===== src/sv/slt_pkg.sv =====
// ----------------------------------------------------------------------------
// slt_pkg
// Shared types, constants and the control store for the level tracker.
// ----------------------------------------------------------------------------
package slt_pkg;

	// number formats
	localparam int FRAC_BITS = 8;
	localparam int SAMPLE_W  = 16;
	localparam int TIME_W    = 16;
	localparam int VAL_W     = 15;
	localparam int PCT_W     = 7;
	localparam int IVL_W     = 32;
	localparam int SUM_W     = 40;
	localparam int QUO_W     = 16;
	localparam int REC_W     = 2;

	localparam logic [VAL_W-1:0] LEVEL_MAX = VAL_W'(100 << FRAC_BITS);

	// configuration port
	localparam int CFG_IDX_W  = 3;
	localparam int CFG_DATA_W = 32;

	typedef enum logic [CFG_IDX_W-1:0] {
		REG_LOWER_OFFSET   = 3'd0,
		REG_UPPER_OFFSET   = 3'd1,
		REG_REWARD_PERCENT = 3'd2,
		REG_MAX_RATE       = 3'd3,
		REG_CHECK_INTERVAL = 3'd4,
		REG_AUTO_RECAL     = 3'd5
	} cfg_idx_t;

	// configuration reset values
	localparam logic [VAL_W-1:0] RST_LOWER_OFFSET   = 15'd2560;
	localparam logic [VAL_W-1:0] RST_UPPER_OFFSET   = 15'd2560;
	localparam logic [PCT_W-1:0] RST_REWARD_PERCENT = 7'd50;
	localparam logic [VAL_W-1:0] RST_MAX_RATE       = 15'd2560;
	localparam logic [IVL_W-1:0] RST_CHECK_INTERVAL = 32'd3932160;

	// recalibration event codes
	localparam logic [REC_W-1:0] RECAL_NONE   = 2'd0;
	localparam logic [REC_W-1:0] RECAL_LOWER  = 2'd1;
	localparam logic [REC_W-1:0] RECAL_RAISE  = 2'd2;

	// shared multiplier and reciprocal constants
	localparam int MUL_W  = 23;
	localparam int PROD_W = 2 * MUL_W;
	localparam logic [MUL_W-1:0] RECIP10  = 23'd52429;   // 2^19 / 10, rounded up
	localparam int               REC10_SH = 19;
	localparam logic [MUL_W-1:0] RECIP100 = 23'd5368710; // 2^29 / 100, rounded up
	localparam int               REC100_SH = 29;
	localparam int               TIME_SH  = 16;

	// datapath operations
	typedef enum logic [4:0] {
		OP_NOP,
		OP_ACCUM,
		OP_TIME,
		OP_CHECK,
		OP_DIV_INIT,
		OP_DIV_STEP,
		OP_RECAL,
		OP_RATE_DIFF,
		OP_RATE_MUL,
		OP_RATE_CLAMP,
		OP_LEVEL_MUL,
		OP_LEVEL_UPD,
		OP_BASE_DIST,
		OP_BASE_MUL,
		OP_BASE_DIV,
		OP_BASE_UPD,
		OP_BOUNDS,
		OP_WIDTH,
		OP_PCT_MUL,
		OP_PCT_DIV,
		OP_THRESH,
		OP_EMIT
	} dp_op_t;

	// sequencer branch conditions
	typedef enum logic [1:0] {
		C_NEXT,
		C_JMP_NO_AVG,
		C_JMP_DIV_MORE,
		C_HOLD_OUT
	} cond_t;

	typedef logic [4:0] step_t;

	localparam step_t ST_ACCUM      = 5'd0;
	localparam step_t ST_TIME       = 5'd1;
	localparam step_t ST_CHECK      = 5'd2;
	localparam step_t ST_DIV_INIT   = 5'd3;
	localparam step_t ST_DIV_STEP   = 5'd4;
	localparam step_t ST_RECAL      = 5'd5;
	localparam step_t ST_RATE_DIFF  = 5'd6;
	localparam step_t ST_RATE_MUL   = 5'd7;
	localparam step_t ST_RATE_CLAMP = 5'd8;
	localparam step_t ST_LEVEL_MUL  = 5'd9;
	localparam step_t ST_LEVEL_UPD  = 5'd10;
	localparam step_t ST_BASE_DIST  = 5'd11;
	localparam step_t ST_BASE_MUL   = 5'd12;
	localparam step_t ST_BASE_DIV   = 5'd13;
	localparam step_t ST_BASE_UPD   = 5'd14;
	localparam step_t ST_BOUNDS     = 5'd15;
	localparam step_t ST_WIDTH      = 5'd16;
	localparam step_t ST_PCT_MUL    = 5'd17;
	localparam step_t ST_PCT_DIV    = 5'd18;
	localparam step_t ST_THRESH     = 5'd19;
	localparam step_t ST_EMIT       = 5'd20;

	typedef struct packed {
		dp_op_t op;
		cond_t  cond;
		step_t  target;
		logic   last;
	} ctrl_word_t;

	// sequencer to datapath
	typedef struct packed {
		dp_op_t op;
		logic   fire;
		logic   load;
	} seq_ctl_t;

	// datapath to sequencer
	typedef struct packed {
		logic avg_due;
		logic div_last;
		logic out_free;
	} dp_stat_t;

	// configuration write
	typedef struct packed {
		logic                  we;
		logic [CFG_IDX_W-1:0]  index;
		logic [CFG_DATA_W-1:0] data;
	} cfg_wr_t;

	// control store
	function automatic ctrl_word_t ucode_rom(input step_t step);
		ctrl_word_t cw;
		cw = '{op: OP_NOP, cond: C_NEXT, target: ST_ACCUM, last: 1'b1};
		case (step)
			ST_ACCUM:      cw = '{OP_ACCUM,      C_NEXT,         ST_ACCUM,     1'b0};
			ST_TIME:       cw = '{OP_TIME,       C_NEXT,         ST_ACCUM,     1'b0};
			ST_CHECK:      cw = '{OP_CHECK,      C_NEXT,         ST_ACCUM,     1'b0};
			ST_DIV_INIT:   cw = '{OP_DIV_INIT,   C_JMP_NO_AVG,   ST_RATE_DIFF, 1'b0};
			ST_DIV_STEP:   cw = '{OP_DIV_STEP,   C_JMP_DIV_MORE, ST_DIV_STEP,  1'b0};
			ST_RECAL:      cw = '{OP_RECAL,      C_NEXT,         ST_ACCUM,     1'b0};
			ST_RATE_DIFF:  cw = '{OP_RATE_DIFF,  C_NEXT,         ST_ACCUM,     1'b0};
			ST_RATE_MUL:   cw = '{OP_RATE_MUL,   C_NEXT,         ST_ACCUM,     1'b0};
			ST_RATE_CLAMP: cw = '{OP_RATE_CLAMP, C_NEXT,         ST_ACCUM,     1'b0};
			ST_LEVEL_MUL:  cw = '{OP_LEVEL_MUL,  C_NEXT,         ST_ACCUM,     1'b0};
			ST_LEVEL_UPD:  cw = '{OP_LEVEL_UPD,  C_NEXT,         ST_ACCUM,     1'b0};
			ST_BASE_DIST:  cw = '{OP_BASE_DIST,  C_NEXT,         ST_ACCUM,     1'b0};
			ST_BASE_MUL:   cw = '{OP_BASE_MUL,   C_NEXT,         ST_ACCUM,     1'b0};
			ST_BASE_DIV:   cw = '{OP_BASE_DIV,   C_NEXT,         ST_ACCUM,     1'b0};
			ST_BASE_UPD:   cw = '{OP_BASE_UPD,   C_NEXT,         ST_ACCUM,     1'b0};
			ST_BOUNDS:     cw = '{OP_BOUNDS,     C_NEXT,         ST_ACCUM,     1'b0};
			ST_WIDTH:      cw = '{OP_WIDTH,      C_NEXT,         ST_ACCUM,     1'b0};
			ST_PCT_MUL:    cw = '{OP_PCT_MUL,    C_NEXT,         ST_ACCUM,     1'b0};
			ST_PCT_DIV:    cw = '{OP_PCT_DIV,    C_NEXT,         ST_ACCUM,     1'b0};
			ST_THRESH:     cw = '{OP_THRESH,     C_NEXT,         ST_ACCUM,     1'b0};
			ST_EMIT:       cw = '{OP_EMIT,       C_HOLD_OUT,     ST_ACCUM,     1'b1};
			default:       cw = '{OP_NOP,        C_NEXT,         ST_ACCUM,     1'b1};
		endcase
		return cw;
	endfunction

endpackage


===== src/sv/slt_in_if.sv =====
// ----------------------------------------------------------------------------
// slt_in_if
// Sample channel: band-power sample, elapsed time and session flag.
// ----------------------------------------------------------------------------
interface slt_in_if;
	import slt_pkg::*;

	logic                valid;
	logic                ready;
	logic [SAMPLE_W-1:0] sample;
	logic [TIME_W-1:0]   elapsed;
	logic                session_active;

	modport source (output valid, output sample, output elapsed, output session_active,
		input ready);
	modport sink (input valid, input sample, input elapsed, input session_active,
		output ready);
endinterface


===== src/sv/slt_out_if.sv =====
// ----------------------------------------------------------------------------
// slt_out_if
// Result channel: level, window bounds, baseline, reward and event.
// ----------------------------------------------------------------------------
interface slt_out_if;
	import slt_pkg::*;

	logic             valid;
	logic             ready;
	logic [VAL_W-1:0] level;
	logic [VAL_W-1:0] lower_bound;
	logic [VAL_W-1:0] upper_bound;
	logic [VAL_W-1:0] baseline;
	logic             reward;
	logic [REC_W-1:0] recalibration;

	modport source (output valid, output level, output lower_bound, output upper_bound,
		output baseline, output reward, output recalibration, input ready);
	modport sink (input valid, input level, input lower_bound, input upper_bound,
		input baseline, input reward, input recalibration, output ready);
endinterface


===== src/sv/slt_cfg_if.sv =====
// ----------------------------------------------------------------------------
// slt_cfg_if
// Configuration write channel: register index and write data.
// ----------------------------------------------------------------------------
interface slt_cfg_if;
	import slt_pkg::*;

	logic                  valid;
	logic                  ready;
	logic [CFG_IDX_W-1:0]  index;
	logic [CFG_DATA_W-1:0] data;

	modport source (output valid, output index, output data, input ready);
	modport sink (input valid, input index, input data, output ready);
endinterface


===== src/sv/slt_mul.sv =====
// ----------------------------------------------------------------------------
// slt_mul
// Shared unsigned multiplier with a registered product.
// ----------------------------------------------------------------------------
module slt_mul (
	input  logic                        clk,
	input  logic                        en,
	input  logic [slt_pkg::MUL_W-1:0]   a,
	input  logic [slt_pkg::MUL_W-1:0]   b,
	output logic [slt_pkg::PROD_W-1:0]  prod_q
);
	import slt_pkg::*;

	// product register, loaded only on a multiply step
	always_ff @(posedge clk) begin
		if (en) begin
			prod_q <= PROD_W'(a) * PROD_W'(b);
		end
	end
endmodule


===== src/sv/slt_useq.sv =====
// ----------------------------------------------------------------------------
// slt_useq
// Microcode sequencer: step counter, control store and branch logic.
// ----------------------------------------------------------------------------
module slt_useq (
	input  logic               clk,
	input  logic               arst_n,
	input  logic               item_valid,
	output logic               item_ready,
	input  slt_pkg::dp_stat_t  stat,
	output slt_pkg::seq_ctl_t  ctl
);
	import slt_pkg::*;

	logic       run_q;
	step_t      pc_q;
	ctrl_word_t cw;
	logic       hold;
	logic       jump;
	logic       accept;

	// control word fetch and branch decode
	always_comb begin
		cw = ucode_rom(pc_q);
		hold = 1'b0;
		jump = 1'b0;
		case (cw.cond)
			C_NEXT:         jump = 1'b0;
			C_JMP_NO_AVG:   jump = !stat.avg_due;
			C_JMP_DIV_MORE: jump = !stat.div_last;
			C_HOLD_OUT:     hold = !stat.out_free;
			default:        jump = 1'b0;
		endcase
		item_ready = !run_q;
		accept = item_valid && !run_q;
		ctl.op = cw.op;
		ctl.fire = run_q && !hold;
		ctl.load = accept;
	end

	// step counter
	always_ff @(posedge clk or negedge arst_n) begin
		if (!arst_n) begin
			run_q <= 1'b0;
			pc_q <= ST_ACCUM;
		end else if (accept) begin
			run_q <= 1'b1;
			pc_q <= ST_ACCUM;
		end else if (run_q && !hold) begin
			if (cw.last) begin
				run_q <= 1'b0;
				pc_q <= ST_ACCUM;
			end else if (jump) begin
				pc_q <= cw.target;
			end else begin
				pc_q <= pc_q + step_t'(1);
			end
		end
	end

	// program stays inside the control store
	assert property (@(posedge clk) disable iff (!arst_n) run_q |-> pc_q <= ST_EMIT)
		else $error("step counter left the program");

	// a transfer starts the program at its first step
	assert property (@(posedge clk) disable iff (!arst_n)
		accept |=> run_q && pc_q == ST_ACCUM)
		else $error("program did not start after a transfer");

	// the last step returns to idle
	assert property (@(posedge clk) disable iff (!arst_n)
		(run_q && !hold && cw.last) |=> !run_q)
		else $error("sequencer did not stop after the last step");
endmodule


===== src/sv/slt_dp.sv =====
// ----------------------------------------------------------------------------
// slt_dp
// Datapath: configuration, tracker state, divider and output register.
// ----------------------------------------------------------------------------
module slt_dp #(
	parameter int COUNT_WIDTH = 24
) (
	input  logic                          clk,
	input  logic                          arst_n,
	input  slt_pkg::seq_ctl_t             ctl,
	output slt_pkg::dp_stat_t             stat,
	input  slt_pkg::cfg_wr_t              cfg_wr,
	input  logic [slt_pkg::SAMPLE_W-1:0]  sample,
	input  logic [slt_pkg::TIME_W-1:0]    elapsed,
	input  logic                          session_active,
	slt_out_if.source                     results
);
	import slt_pkg::*;

	localparam int HI_W = SUM_W - QUO_W;
	localparam int RW   = ((COUNT_WIDTH > HI_W) ? COUNT_WIDTH : HI_W) + 1;

	// configuration
	logic [VAL_W-1:0] lo_off_q, up_off_q, max_rate_q;
	logic [PCT_W-1:0] pct_q;
	logic [IVL_W-1:0] chk_int_q;
	logic             auto_q;

	// tracker state
	logic [VAL_W-1:0]       level_q, base_q, target_q, rmag_q;
	logic                   rneg_q;
	logic [IVL_W-1:0]       tsc_q;
	logic [SUM_W-1:0]       sum_q;
	logic [COUNT_WIDTH-1:0] cnt_q;

	// per-item scratch
	logic [SAMPLE_W-1:0] sample_q;
	logic [TIME_W-1:0]   elapsed_q;
	logic                session_q;
	logic                avg_due_q;
	logic [REC_W-1:0]    event_q;
	logic [RW-1:0]       rem_q;
	logic [QUO_W-1:0]    dq_q;
	logic [3:0]          div_cnt_q;
	logic [15:0]         mag_q;
	logic                sgn_q, zero_q;
	logic [VAL_W-1:0]    lower_q, upper_q;
	logic                reward_q;

	// output register
	logic             out_valid_q;
	logic [VAL_W-1:0] o_level_q, o_lower_q, o_upper_q, o_base_q;
	logic             o_reward_q;
	logic [REC_W-1:0] o_event_q;

	// multiplier interface
	logic              mul_en;
	logic [MUL_W-1:0]  mul_a, mul_b;
	logic [PROD_W-1:0] prod_q;

	// combinational helpers
	logic [SUM_W:0]         sum_add;
	logic                   acc_ok;
	logic [IVL_W:0]         t_add;
	logic                   expired;
	logic [RW-1:0]          div_sh, cnt_ext;
	logic                   div_ge;
	logic [QUO_W-1:0]       avg;
	logic [QUO_W:0]         avg_lo, base_up, mid;
	logic [VAL_W-1:0]       mid_cap;
	logic [15:0]            rate_mag_new;
	logic                   rate_neg_new;
	logic [VAL_W-1:0]       rate_clamped;
	logic [VAL_W-1:0]       lvl_d;
	logic [VAL_W:0]         lvl_up;
	logic [11:0]            base_d;
	logic [VAL_W:0]         lw, uw;
	logic [15:0]            qq;
	logic signed [17:0]     thr;

	slt_mul u_mul (
		.clk    (clk),
		.en     (mul_en),
		.a      (mul_a),
		.b      (mul_b),
		.prod_q (prod_q)
	);

	// operand selection for the shared multiplier
	always_comb begin
		mul_en = 1'b0;
		mul_a = '0;
		mul_b = '0;
		case (ctl.op)
			OP_RATE_MUL: begin
				mul_en = ctl.fire;
				mul_a = MUL_W'(mag_q);
				mul_b = RECIP10;
			end
			OP_LEVEL_MUL: begin
				mul_en = ctl.fire;
				mul_a = MUL_W'(rmag_q);
				mul_b = MUL_W'(elapsed_q);
			end
			OP_BASE_MUL: begin
				mul_en = ctl.fire;
				mul_a = MUL_W'(mag_q);
				mul_b = MUL_W'(elapsed_q);
			end
			OP_BASE_DIV: begin
				mul_en = ctl.fire;
				mul_a = MUL_W'(prod_q[TIME_SH +: VAL_W]);
				mul_b = RECIP10;
			end
			OP_PCT_MUL: begin
				mul_en = ctl.fire;
				mul_a = MUL_W'(mag_q);
				mul_b = MUL_W'(pct_q);
			end
			OP_PCT_DIV: begin
				mul_en = ctl.fire;
				mul_a = MUL_W'(prod_q[21:0]);
				mul_b = RECIP100;
			end
			default: begin
				mul_en = 1'b0;
			end
		endcase
	end

	// arithmetic shared by the steps
	always_comb begin
		sum_add = {1'b0, sum_q} + (SUM_W + 1)'(sample_q);
		acc_ok = (cnt_q != '1) && !sum_add[SUM_W];
		t_add = {1'b0, tsc_q} + (IVL_W + 1)'(elapsed_q);
		expired = tsc_q > chk_int_q;
		cnt_ext = RW'(cnt_q);
		div_sh = {rem_q[RW-2:0], dq_q[QUO_W-1]};
		div_ge = div_sh >= cnt_ext;
		avg = (cnt_q == '0) ? '0 : dq_q;
		avg_lo = {1'b0, avg} + (QUO_W + 1)'(lo_off_q);
		base_up = (QUO_W + 1)'(base_q) + (QUO_W + 1)'(up_off_q);
		mid = {1'b0, avg} + (QUO_W + 1)'(base_q);
		mid_cap = (mid[QUO_W:1] > QUO_W'(LEVEL_MAX)) ? LEVEL_MAX : mid[VAL_W:1];
		rate_mag_new = zero_q ? {1'b0, rmag_q} : prod_q[REC10_SH +: 16];
		rate_neg_new = zero_q ? rneg_q : sgn_q;
		rate_clamped = (rate_mag_new > {1'b0, max_rate_q}) ? max_rate_q
			: rate_mag_new[VAL_W-1:0];
		lvl_d = prod_q[TIME_SH +: VAL_W];
		lvl_up = {1'b0, level_q} + {1'b0, lvl_d};
		base_d = prod_q[REC10_SH +: 12];
		lw = {1'b0, base_q} - {1'b0, lo_off_q};
		uw = {1'b0, base_q} + {1'b0, up_off_q};
		qq = prod_q[REC100_SH +: 16];
		thr = sgn_q ? (18'(lower_q) - 18'(qq)) : (18'(lower_q) + 18'(qq));
	end

	// configuration registers
	always_ff @(posedge clk or negedge arst_n) begin
		if (!arst_n) begin
			lo_off_q <= RST_LOWER_OFFSET;
			up_off_q <= RST_UPPER_OFFSET;
			pct_q <= RST_REWARD_PERCENT;
			max_rate_q <= RST_MAX_RATE;
			chk_int_q <= RST_CHECK_INTERVAL;
			auto_q <= 1'b0;
		end else if (cfg_wr.we) begin
			case (cfg_wr.index)
				REG_LOWER_OFFSET:   lo_off_q <= cfg_wr.data[VAL_W-1:0];
				REG_UPPER_OFFSET:   up_off_q <= cfg_wr.data[VAL_W-1:0];
				REG_REWARD_PERCENT: pct_q <= cfg_wr.data[PCT_W-1:0];
				REG_MAX_RATE:       max_rate_q <= cfg_wr.data[VAL_W-1:0];
				REG_CHECK_INTERVAL: chk_int_q <= cfg_wr.data[IVL_W-1:0];
				REG_AUTO_RECAL:     auto_q <= cfg_wr.data[0];
				default:            auto_q <= auto_q;
			endcase
		end
	end

	// tracker state and control flags
	always_ff @(posedge clk or negedge arst_n) begin
		if (!arst_n) begin
			level_q <= '0;
			rmag_q <= '0;
			rneg_q <= 1'b0;
			base_q <= '0;
			target_q <= '0;
			tsc_q <= '0;
			sum_q <= '0;
			cnt_q <= '0;
			avg_due_q <= 1'b0;
			div_cnt_q <= '0;
			event_q <= RECAL_NONE;
		end else if (ctl.fire) begin
			case (ctl.op)
				OP_ACCUM: begin
					event_q <= RECAL_NONE;
					if (acc_ok) begin
						sum_q <= sum_add[SUM_W-1:0];
						cnt_q <= cnt_q + COUNT_WIDTH'(1);
					end
				end
				OP_TIME: begin
					tsc_q <= t_add[IVL_W] ? '1 : t_add[IVL_W-1:0];
				end
				OP_CHECK: begin
					avg_due_q <= expired && session_q;
					if (expired) begin
						tsc_q <= '0;
					end
				end
				OP_DIV_INIT: begin
					div_cnt_q <= '0;
				end
				OP_DIV_STEP: begin
					div_cnt_q <= div_cnt_q + 4'd1;
				end
				OP_RECAL: begin
					sum_q <= '0;
					cnt_q <= '0;
					if (auto_q) begin
						if (avg_lo < (QUO_W + 1)'(base_q)) begin
							target_q <= mid_cap;
							event_q <= RECAL_LOWER;
						end else if ({1'b0, avg} > base_up) begin
							target_q <= mid_cap;
							event_q <= RECAL_RAISE;
						end
					end
				end
				OP_RATE_CLAMP: begin
					rmag_q <= rate_clamped;
					rneg_q <= rate_neg_new;
				end
				OP_LEVEL_UPD: begin
					if (!rneg_q) begin
						level_q <= (lvl_up > {1'b0, LEVEL_MAX}) ? LEVEL_MAX : lvl_up[VAL_W-1:0];
					end else begin
						level_q <= (lvl_d >= level_q) ? '0 : level_q - lvl_d;
					end
				end
				OP_BASE_UPD: begin
					if (sgn_q) begin
						base_q <= base_q - VAL_W'(base_d);
					end else begin
						base_q <= base_q + VAL_W'(base_d);
					end
				end
				default: begin
					avg_due_q <= avg_due_q;
				end
			endcase
		end
	end

	// per-item scratch registers
	always_ff @(posedge clk) begin
		if (ctl.load) begin
			sample_q <= sample;
			elapsed_q <= elapsed;
			session_q <= session_active;
		end
		if (ctl.fire) begin
			case (ctl.op)
				OP_DIV_INIT: begin
					rem_q <= RW'(sum_q[SUM_W-1:QUO_W]);
					dq_q <= sum_q[QUO_W-1:0];
				end
				OP_DIV_STEP: begin
					rem_q <= div_ge ? (div_sh - cnt_ext) : div_sh;
					dq_q <= {dq_q[QUO_W-2:0], div_ge};
				end
				OP_RATE_DIFF: begin
					zero_q <= (sample_q == SAMPLE_W'(level_q));
					if (sample_q > SAMPLE_W'(level_q)) begin
						mag_q <= sample_q - SAMPLE_W'(level_q);
						sgn_q <= 1'b0;
					end else begin
						mag_q <= SAMPLE_W'(level_q) - sample_q;
						sgn_q <= 1'b1;
					end
				end
				OP_BASE_DIST: begin
					if (base_q > target_q) begin
						mag_q <= 16'(base_q - target_q);
						sgn_q <= 1'b1;
					end else begin
						mag_q <= 16'(target_q - base_q);
						sgn_q <= 1'b0;
					end
				end
				OP_BOUNDS: begin
					lower_q <= lw[VAL_W] ? '0 : lw[VAL_W-1:0];
					upper_q <= (uw > {1'b0, LEVEL_MAX}) ? LEVEL_MAX : uw[VAL_W-1:0];
				end
				OP_WIDTH: begin
					if (upper_q >= lower_q) begin
						mag_q <= 16'(upper_q - lower_q);
						sgn_q <= 1'b0;
					end else begin
						mag_q <= 16'(lower_q - upper_q);
						sgn_q <= 1'b1;
					end
				end
				OP_THRESH: begin
					reward_q <= $signed(18'(level_q)) > thr;
				end
				default: begin
					reward_q <= reward_q;
				end
			endcase
		end
	end

	// output register and its valid flag
	always_ff @(posedge clk or negedge arst_n) begin
		if (!arst_n) begin
			out_valid_q <= 1'b0;
		end else if (ctl.fire && ctl.op == OP_EMIT) begin
			out_valid_q <= 1'b1;
		end else if (results.ready) begin
			out_valid_q <= 1'b0;
		end
	end

	always_ff @(posedge clk) begin
		if (ctl.fire && ctl.op == OP_EMIT) begin
			o_level_q <= level_q;
			o_lower_q <= lower_q;
			o_upper_q <= upper_q;
			o_base_q <= base_q;
			o_reward_q <= reward_q;
			o_event_q <= event_q;
		end
	end

	assign results.valid = out_valid_q;
	assign results.level = o_level_q;
	assign results.lower_bound = o_lower_q;
	assign results.upper_bound = o_upper_q;
	assign results.baseline = o_base_q;
	assign results.reward = o_reward_q;
	assign results.recalibration = o_event_q;

	// status back to the sequencer
	assign stat.avg_due = avg_due_q;
	assign stat.div_last = &div_cnt_q;
	assign stat.out_free = !out_valid_q || results.ready;

	// level and baseline stay inside 0..100
	assert property (@(posedge clk) disable iff (!arst_n) level_q <= LEVEL_MAX)
		else $error("level above full scale");

	assert property (@(posedge clk) disable iff (!arst_n)
		base_q <= LEVEL_MAX && target_q <= LEVEL_MAX)
		else $error("baseline or target above full scale");

	// rate magnitude is clamped after its step
	assert property (@(posedge clk) disable iff (!arst_n)
		(ctl.fire && ctl.op == OP_RATE_CLAMP) |=> rmag_q <= $past(max_rate_q))
		else $error("rate not clamped to maximum speed");

	// an emit step always presents a result
	assert property (@(posedge clk) disable iff (!arst_n)
		(ctl.fire && ctl.op == OP_EMIT) |=> results.valid)
		else $error("result lost at emit");
endmodule


===== src/sv/slew_limited_level_tracker.sv =====
// ----------------------------------------------------------------------------
// slew_limited_level_tracker
// Slew-limited level tracker with interval averaging and baseline glide.
// ----------------------------------------------------------------------------
//  channel   dir  handshake     payload
//  samples   in   valid/ready   sample[15:0] elapsed[15:0] session_active
//  results   out  valid/ready   level lower_bound upper_bound baseline
//                               reward recalibration[1:0]
//  cfg       in   valid/ready   index[2:0] data[31:0], ready tied high
//
//  an item runs 19 control steps after its transfer, or 36 when an interval
//  check divides the sum by the count (16 steps of the restoring divider)
//  the next item is taken the cycle after the result is loaded
//  the result register holds one finished item; the last step waits on it
//  arst_n clears state to zero and the registers to their defaults
// ----------------------------------------------------------------------------
module slew_limited_level_tracker #(
	parameter int COUNT_WIDTH = 24
) (
	input logic       clk,
	input logic       arst_n,
	slt_in_if.sink    samples,
	slt_out_if.source results,
	slt_cfg_if.sink   cfg
);
	import slt_pkg::*;

	seq_ctl_t ctl;
	dp_stat_t stat;
	cfg_wr_t  cfg_wr;

	// configuration writes are always taken
	assign cfg.ready = 1'b1;
	assign cfg_wr.we = cfg.valid;
	assign cfg_wr.index = cfg.index;
	assign cfg_wr.data = cfg.data;

	slt_useq u_seq (
		.clk        (clk),
		.arst_n     (arst_n),
		.item_valid (samples.valid),
		.item_ready (samples.ready),
		.stat       (stat),
		.ctl        (ctl)
	);

	slt_dp #(
		.COUNT_WIDTH (COUNT_WIDTH)
	) u_dp (
		.clk            (clk),
		.arst_n         (arst_n),
		.ctl            (ctl),
		.stat           (stat),
		.cfg_wr         (cfg_wr),
		.sample         (samples.sample),
		.elapsed        (samples.elapsed),
		.session_active (samples.session_active),
		.results        (results)
	);
endmodule


===== src/flat_wrapper.sv =====
// flat-port wrapper written by rule: the top's interface ports become plain ports
module slew_limited_level_tracker_flat import slt_pkg::*;
#(
	parameter int COUNT_WIDTH = 24
)
  (clk, arst_n, samples_valid, samples_sample, samples_elapsed, samples_session_active, samples_ready, results_valid, results_level, results_lower_bound, results_upper_bound, results_baseline, results_reward, results_recalibration, results_ready, cfg_valid, cfg_index, cfg_data, cfg_ready);
  slt_in_if samples_i ();
  slt_out_if results_i ();
  slt_cfg_if cfg_i ();
  input logic clk;
  input logic arst_n;
  input wire logic [$bits(samples_i.valid)-1:0] samples_valid;
  input wire logic [$bits(samples_i.sample)-1:0] samples_sample;
  input wire logic [$bits(samples_i.elapsed)-1:0] samples_elapsed;
  input wire logic [$bits(samples_i.session_active)-1:0] samples_session_active;
  output wire logic [$bits(samples_i.ready)-1:0] samples_ready;
  output wire logic [$bits(results_i.valid)-1:0] results_valid;
  output wire logic [$bits(results_i.level)-1:0] results_level;
  output wire logic [$bits(results_i.lower_bound)-1:0] results_lower_bound;
  output wire logic [$bits(results_i.upper_bound)-1:0] results_upper_bound;
  output wire logic [$bits(results_i.baseline)-1:0] results_baseline;
  output wire logic [$bits(results_i.reward)-1:0] results_reward;
  output wire logic [$bits(results_i.recalibration)-1:0] results_recalibration;
  input wire logic [$bits(results_i.ready)-1:0] results_ready;
  input wire logic [$bits(cfg_i.valid)-1:0] cfg_valid;
  input wire logic [$bits(cfg_i.index)-1:0] cfg_index;
  input wire logic [$bits(cfg_i.data)-1:0] cfg_data;
  output wire logic [$bits(cfg_i.ready)-1:0] cfg_ready;
  assign samples_i.valid = samples_valid;
  assign samples_i.sample = samples_sample;
  assign samples_i.elapsed = samples_elapsed;
  assign samples_i.session_active = samples_session_active;
  assign samples_ready = samples_i.ready;
  assign results_valid = results_i.valid;
  assign results_level = results_i.level;
  assign results_lower_bound = results_i.lower_bound;
  assign results_upper_bound = results_i.upper_bound;
  assign results_baseline = results_i.baseline;
  assign results_reward = results_i.reward;
  assign results_recalibration = results_i.recalibration;
  assign results_i.ready = results_ready;
  assign cfg_i.valid = cfg_valid;
  assign cfg_i.index = cfg_index;
  assign cfg_i.data = cfg_data;
  assign cfg_ready = cfg_i.ready;
  slew_limited_level_tracker #(.COUNT_WIDTH(COUNT_WIDTH)) u_core (.clk(clk), .arst_n(arst_n), .samples(samples_i), .results(results_i), .cfg(cfg_i));
endmodule

===== config.mk =====
export PLATFORM = sky130hd
export DESIGN_NAME = slew_limited_level_tracker_flat
export DESIGN_NICKNAME = d
export VERILOG_FILES = /design/src/sv/slt_pkg.sv /design/src/sv/slt_in_if.sv /design/src/sv/slt_out_if.sv /design/src/sv/slt_cfg_if.sv /design/src/sv/slt_mul.sv /design/src/sv/slt_useq.sv /design/src/sv/slt_dp.sv /design/src/sv/slew_limited_level_tracker.sv /design/src/flat_wrapper.sv
export SDC_FILE = /design/constraint.sdc
export NUM_CORES = 2
export LEC_CHECK = 0
export ABC_AREA = 1
export BUFFER_PORTS_ARGS = -buffer_cell sky130_fd_sc_hd__buf_2
export CAP_MARGIN = 20
export CORE_ASPECT_RATIO = 1.2
export CORE_MARGIN = 1
export CORE_UTILIZATION = 35
export DETAILED_ROUTE_END_ITERATION = 16
export SLEW_MARGIN = 20
export SYNTH_ARGS = -nofsm -noshare
export SYNTH_HDL_FRONTEND = slang
export SYNTH_SLANG_ARGS = --single-unit

===== constraint.sdc =====
create_clock -name clk -period 24.6 [get_ports clk]
set_input_delay 2.46 -clock clk [delete_from_list [all_inputs] [get_ports clk]]
set_output_delay 2.46 -clock clk [all_outputs]
set_load 0.01 [all_outputs]

==> impl_metrics.csv <==
group,metric,value,unit
outcome,status,"complete, no violations",
synthesis,synth_area_per_cell,7.726,sq um
finish,layout.cells.non_filler,8827,
synthesis,synth_area,0.05170,sq mm
grt,grt_max_degree,175,
floorplan,io_pins,139,
timing,period_minus_slack,9.689,ns
timing,hold_viol_final,0,
finish,drive_above_1_share,6.021,%
timing,maxSlewViolCount,0,
pwr,seq_power_share,20.3,%
cts,clk_pin_slew,0.06,ns
cts,h-tree-depth,2,
synthesis,yosysWarnings,0,
worst_setup_path,cp_max_fo,27,
synthesis,ys_top_cells_by_area,"ha_1 14%, fa_1 14%, edfxtp_1 13%, dfrtp_1 12%, nand2_1 10%",
timing,finalCritPeriodShare,39.38,%
place,portBuffers,137,
pwr,p_sw_share,55.30,%
drt,first_pass_iters,6,
synthesis,async_flop_share,52.67,%
cts,postCtsHoldBufs,0,
place,pre_cts_slack,14.99,ns
timing,setup_violations,0,
cts,numCtsBuffers,57,
timing,worst_slew_pin_slew,1.228,ns
drt,drt_iter0_drc,3588,
timing,tns,0,ns
synthesis,ys_types,65,
floorplan,placementRows,154,
pwr,power_switching,4.046,mW
drt,postRouteWirelength,179.0,mm
pwr,p_int,3.271,mW
timing,fmax,103.2,MHz
pwr,ir_drop,73.09,uV
drt,vias,45264,
cts,cts_sinks,486,
timing,layout_setup_ws,14.91,ns
floorplan,core,0.1466,sq mm
grt,grt_usage,23.65,%
worst_setup_path,cp_common_cell,"inv_1",
place,dp.cells,8718,
synthesis,synthCells,6692,
worst_setup_path,cp_slowest_cell,"fa_1",
cts,clk_latency,0.69,ns
timing,max_slew_margin,18.12,%
cts,cts_tree,"built",
finish,fillers,15247,
synthesis,synth-seq-cells,486,
cts,ctsLongestPathBuffers,3,
grt,grt_pass1_wl,270.2,mm
pwr,report.power.total,7.316,mW
worst_setup_path,cpPeakStageDelay,0.57,ns
cts,root_buffer,"clkbuf_16",
cts,cts_setup_buffers,0,
synthesis,yosysSeqAreaShare,25.78,%
pwr,total_leakage_power,28.64,nW
pwr,powerDensity,128.9,mW/mm^2
finish,fin_nets,7821,
worst_setup_path,cp_top_family,"adder cells",
synthesis,yosysTopAreaCell,"ha_1",
grt,antenna_found_initial,2,
grt,grt_pass1_vias,44656,
cts,post_cts_resized,0,
drt,viasPerCell,5.128,
timing,rsz0062_at_grt,"false",
worst_setup_path,cp-start-kind,"flop",
worst_setup_path,crit_arrival,10.09,ns
pwr,combPwrFrac,67.4,%
timing,skew,0.04705,ns
place,hpwl,145.6,mm
floorplan,start_util,35.26,%
synthesis,synth_ff_type,"dfrtp_1",
drt,drc,0,
synthesis,synth_edf_count,230,
finish,area_growth,9.751,%
min_path,hold_class,"flop to flop",
worst_setup_path,required,25.00,ns
drt,wl_per_cell,20.28,microns
worst_setup_path,cp_num_buf_inv,12,
job,max_cap_viol_count,0,
pwr,p_clk_share,12.3,%
worst_setup_path,critPathKind,"flop to flop",
floorplan,die_x,352.8,microns
place,finalWeightedCongestion,0.9970,
floorplan,dieArea,0.1493,sq mm
worst_setup_path,end_kind,"flop",
drt,ant_nets,0,
floorplan,fp.dieH,423.0,microns
timing,holdWs,0.4323,ns
synthesis,netlist.area_leader.share,13.84,%
grt,overflow,0,
## area by class of cell
type,count,area (sq um),share of cell area (%)
clock buffer,75,1677,2.955
multi-input combinational,4822,33140,58.41
inverter,1280,4805,8.468
antenna,1,2.502,0.004410
sequential,486,13330,23.49
tap,1950,2440,4.300
timing repair buffer,180,1031,1.817
clock inverter,33,312.8,0.5513
## final timing paths
check | slack (ns) | start | endpoint | cells past startpoint
min in group asynchronous | 1.75 | arst_n | u_core.u_dp.sum_q[21]$_DFFE_PN0P_ | 1
setup reg to reg | 14.91 | u_core.u_seq.pc_q[0]$_DFFE_PN0P_ | u_core.u_dp.u_mul.prod_q[28]$_DFFE_PP_ | 39
hold / removal | 0.43 | u_core.u_dp.reward_q$_DFFE_PP_ | u_core.u_dp.results.reward$_DFFE_PP_ | 0
max in group asynchronous | 21.38 | arst_n | u_core.u_dp.chk_int_q[6]$_DFFE_PN0P_ | 2
setup / recovery | 14.91 | u_core.u_seq.pc_q[0]$_DFFE_PN0P_ | u_core.u_dp.u_mul.prod_q[28]$_DFFE_PP_ | 39
hold reg to reg | 0.43 | u_core.u_dp.reward_q$_DFFE_PP_ | u_core.u_dp.results.reward$_DFFE_PP_ | 0
## power by group through the flow
| stage | registers, mW | logic [mW] | clock network [mW] |
|---|---|---|---|
| 2_1_floorplan | 1.33 | 3.47 | 0 |
| 3_3_place_gp | 1.49 | 4.84 | 0 |
| 3_5_place_dp | 1.49 | 4.88 | 0 |
| 4_1_cts | 1.48 | 4.91 | 0.926 |
| 5_1_grt | 1.49 | 5.51 | 0.957 |
| 6_report | 1.49 | 4.93 | 0.902 |
## per-layer routing
layer | wire length, microns | global-route usage, %
met4 | 7975 | 9.587
met1 | 75790 | 29.82
met2 | 86760 | 41.03
met3 | 8449 | 2.578
met5 | 29 | 0
## through the flow
stage / util [%] / instance area, sq um
final: 38.70 / 56740
after global routing: 38.69 / 56740
after CTS: 38.69 / 56730
after detailed placement: 37.33 / 54740
after global placement: 37.33 / 54740
after floorplan: - / 51850
## cells by family after synthesis
kind of cell / after synthesis / synth area share [%]
and+or+nand+nor: 2425 / 19.48
buffers and inverters: 1425 / 10.54
AOI/OAI and AO/OA: 1219 / 13.20
adders and majority gates: 921 / 27.36
DFF: 486 / 25.78
xor gates and xnor gates: 213 / 3.608
other: 2 / 0.01453
muxes: 1 / 0.01936
## cell usage after synthesis, types with 7 or more instances
| cell type | n |
|---|---|
| clkbuf_1 | 91 |
| nand3_1 | 262 |
| a211oi_1 | 9 |
| and3_1 | 8 |
| xor2_1 | 159 |
| o2111ai_1 | 8 |
| and2_1 | 8 |
| o22ai_1 | 18 |
| a31oi_1 | 51 |
| dfstp_2 | 13 |
| nand2_1 | 1441 |
| o221ai_1 | 7 |
| nand4_1 | 55 |
| dfrtp_1 | 243 |
| o21a_1 | 19 |
| nor3_1 | 92 |
| o21bai_1 | 21 |
| o31ai_1 | 19 |
| a21o_1 | 29 |
| o21ai_1 | 8 |
| o211ai_1 | 37 |
| a21boi_0 | 19 |
| fa_1 | 349 |
| nor2_2 | 9 |
| buf_2 | 40 |
| o21ai_0 | 450 |
| a221oi_1 | 15 |
| nor2_1 | 453 |
| inv_2 | 25 |
| buf_4 | 9 |
| ha_1 | 572 |
| nor4_1 | 31 |
| a21oi_1 | 483 |
| xnor2_1 | 54 |
| edfxtp_1 | 230 |
| inv_1 | 1252 |
| or2_2 | 30 |
| nand2_2 | 11 |
## cells in the final DEF, fill, tap and decap left out, types with 61 or more instances in the layout
master | Yosys | layout
nand2_1 | 1441 | 1439
inv_1 | 1252 | 1251
ha_1 | 572 | 572
a21oi_1 | 483 | 483
o21ai_0 | 450 | 450
nor2_1 | 453 | 449
fa_1 | 349 | 349
nand3_1 | 262 | 262
dfrtp_1 | 243 | 243
edfxtp_1 | 230 | 230
xor2_1 | 159 | 159
buf_2 | 40 | 136
nor3_1 | 92 | 91
clkbuf_16 | 0 | 61
## flip-flops by register name (all words and copies together), names as in the netlist, 16 cells and up
signal,flops
u_core.u_dp.cnt_q,24
u_core.u_dp.dq_q,16
u_core.u_dp.tsc_q,32
u_core.u_dp.chk_int_q,32
u_core.u_dp.elapsed_q,16
u_core.u_dp.u_mul.prod_q,45
u_core.u_dp.sample_q,16
u_core.u_dp.mag_q,16
u_core.u_dp.sum_q,40
u_core.u_dp.rem_q,24
Note: power is estimated with default switching activity, not from simulation.
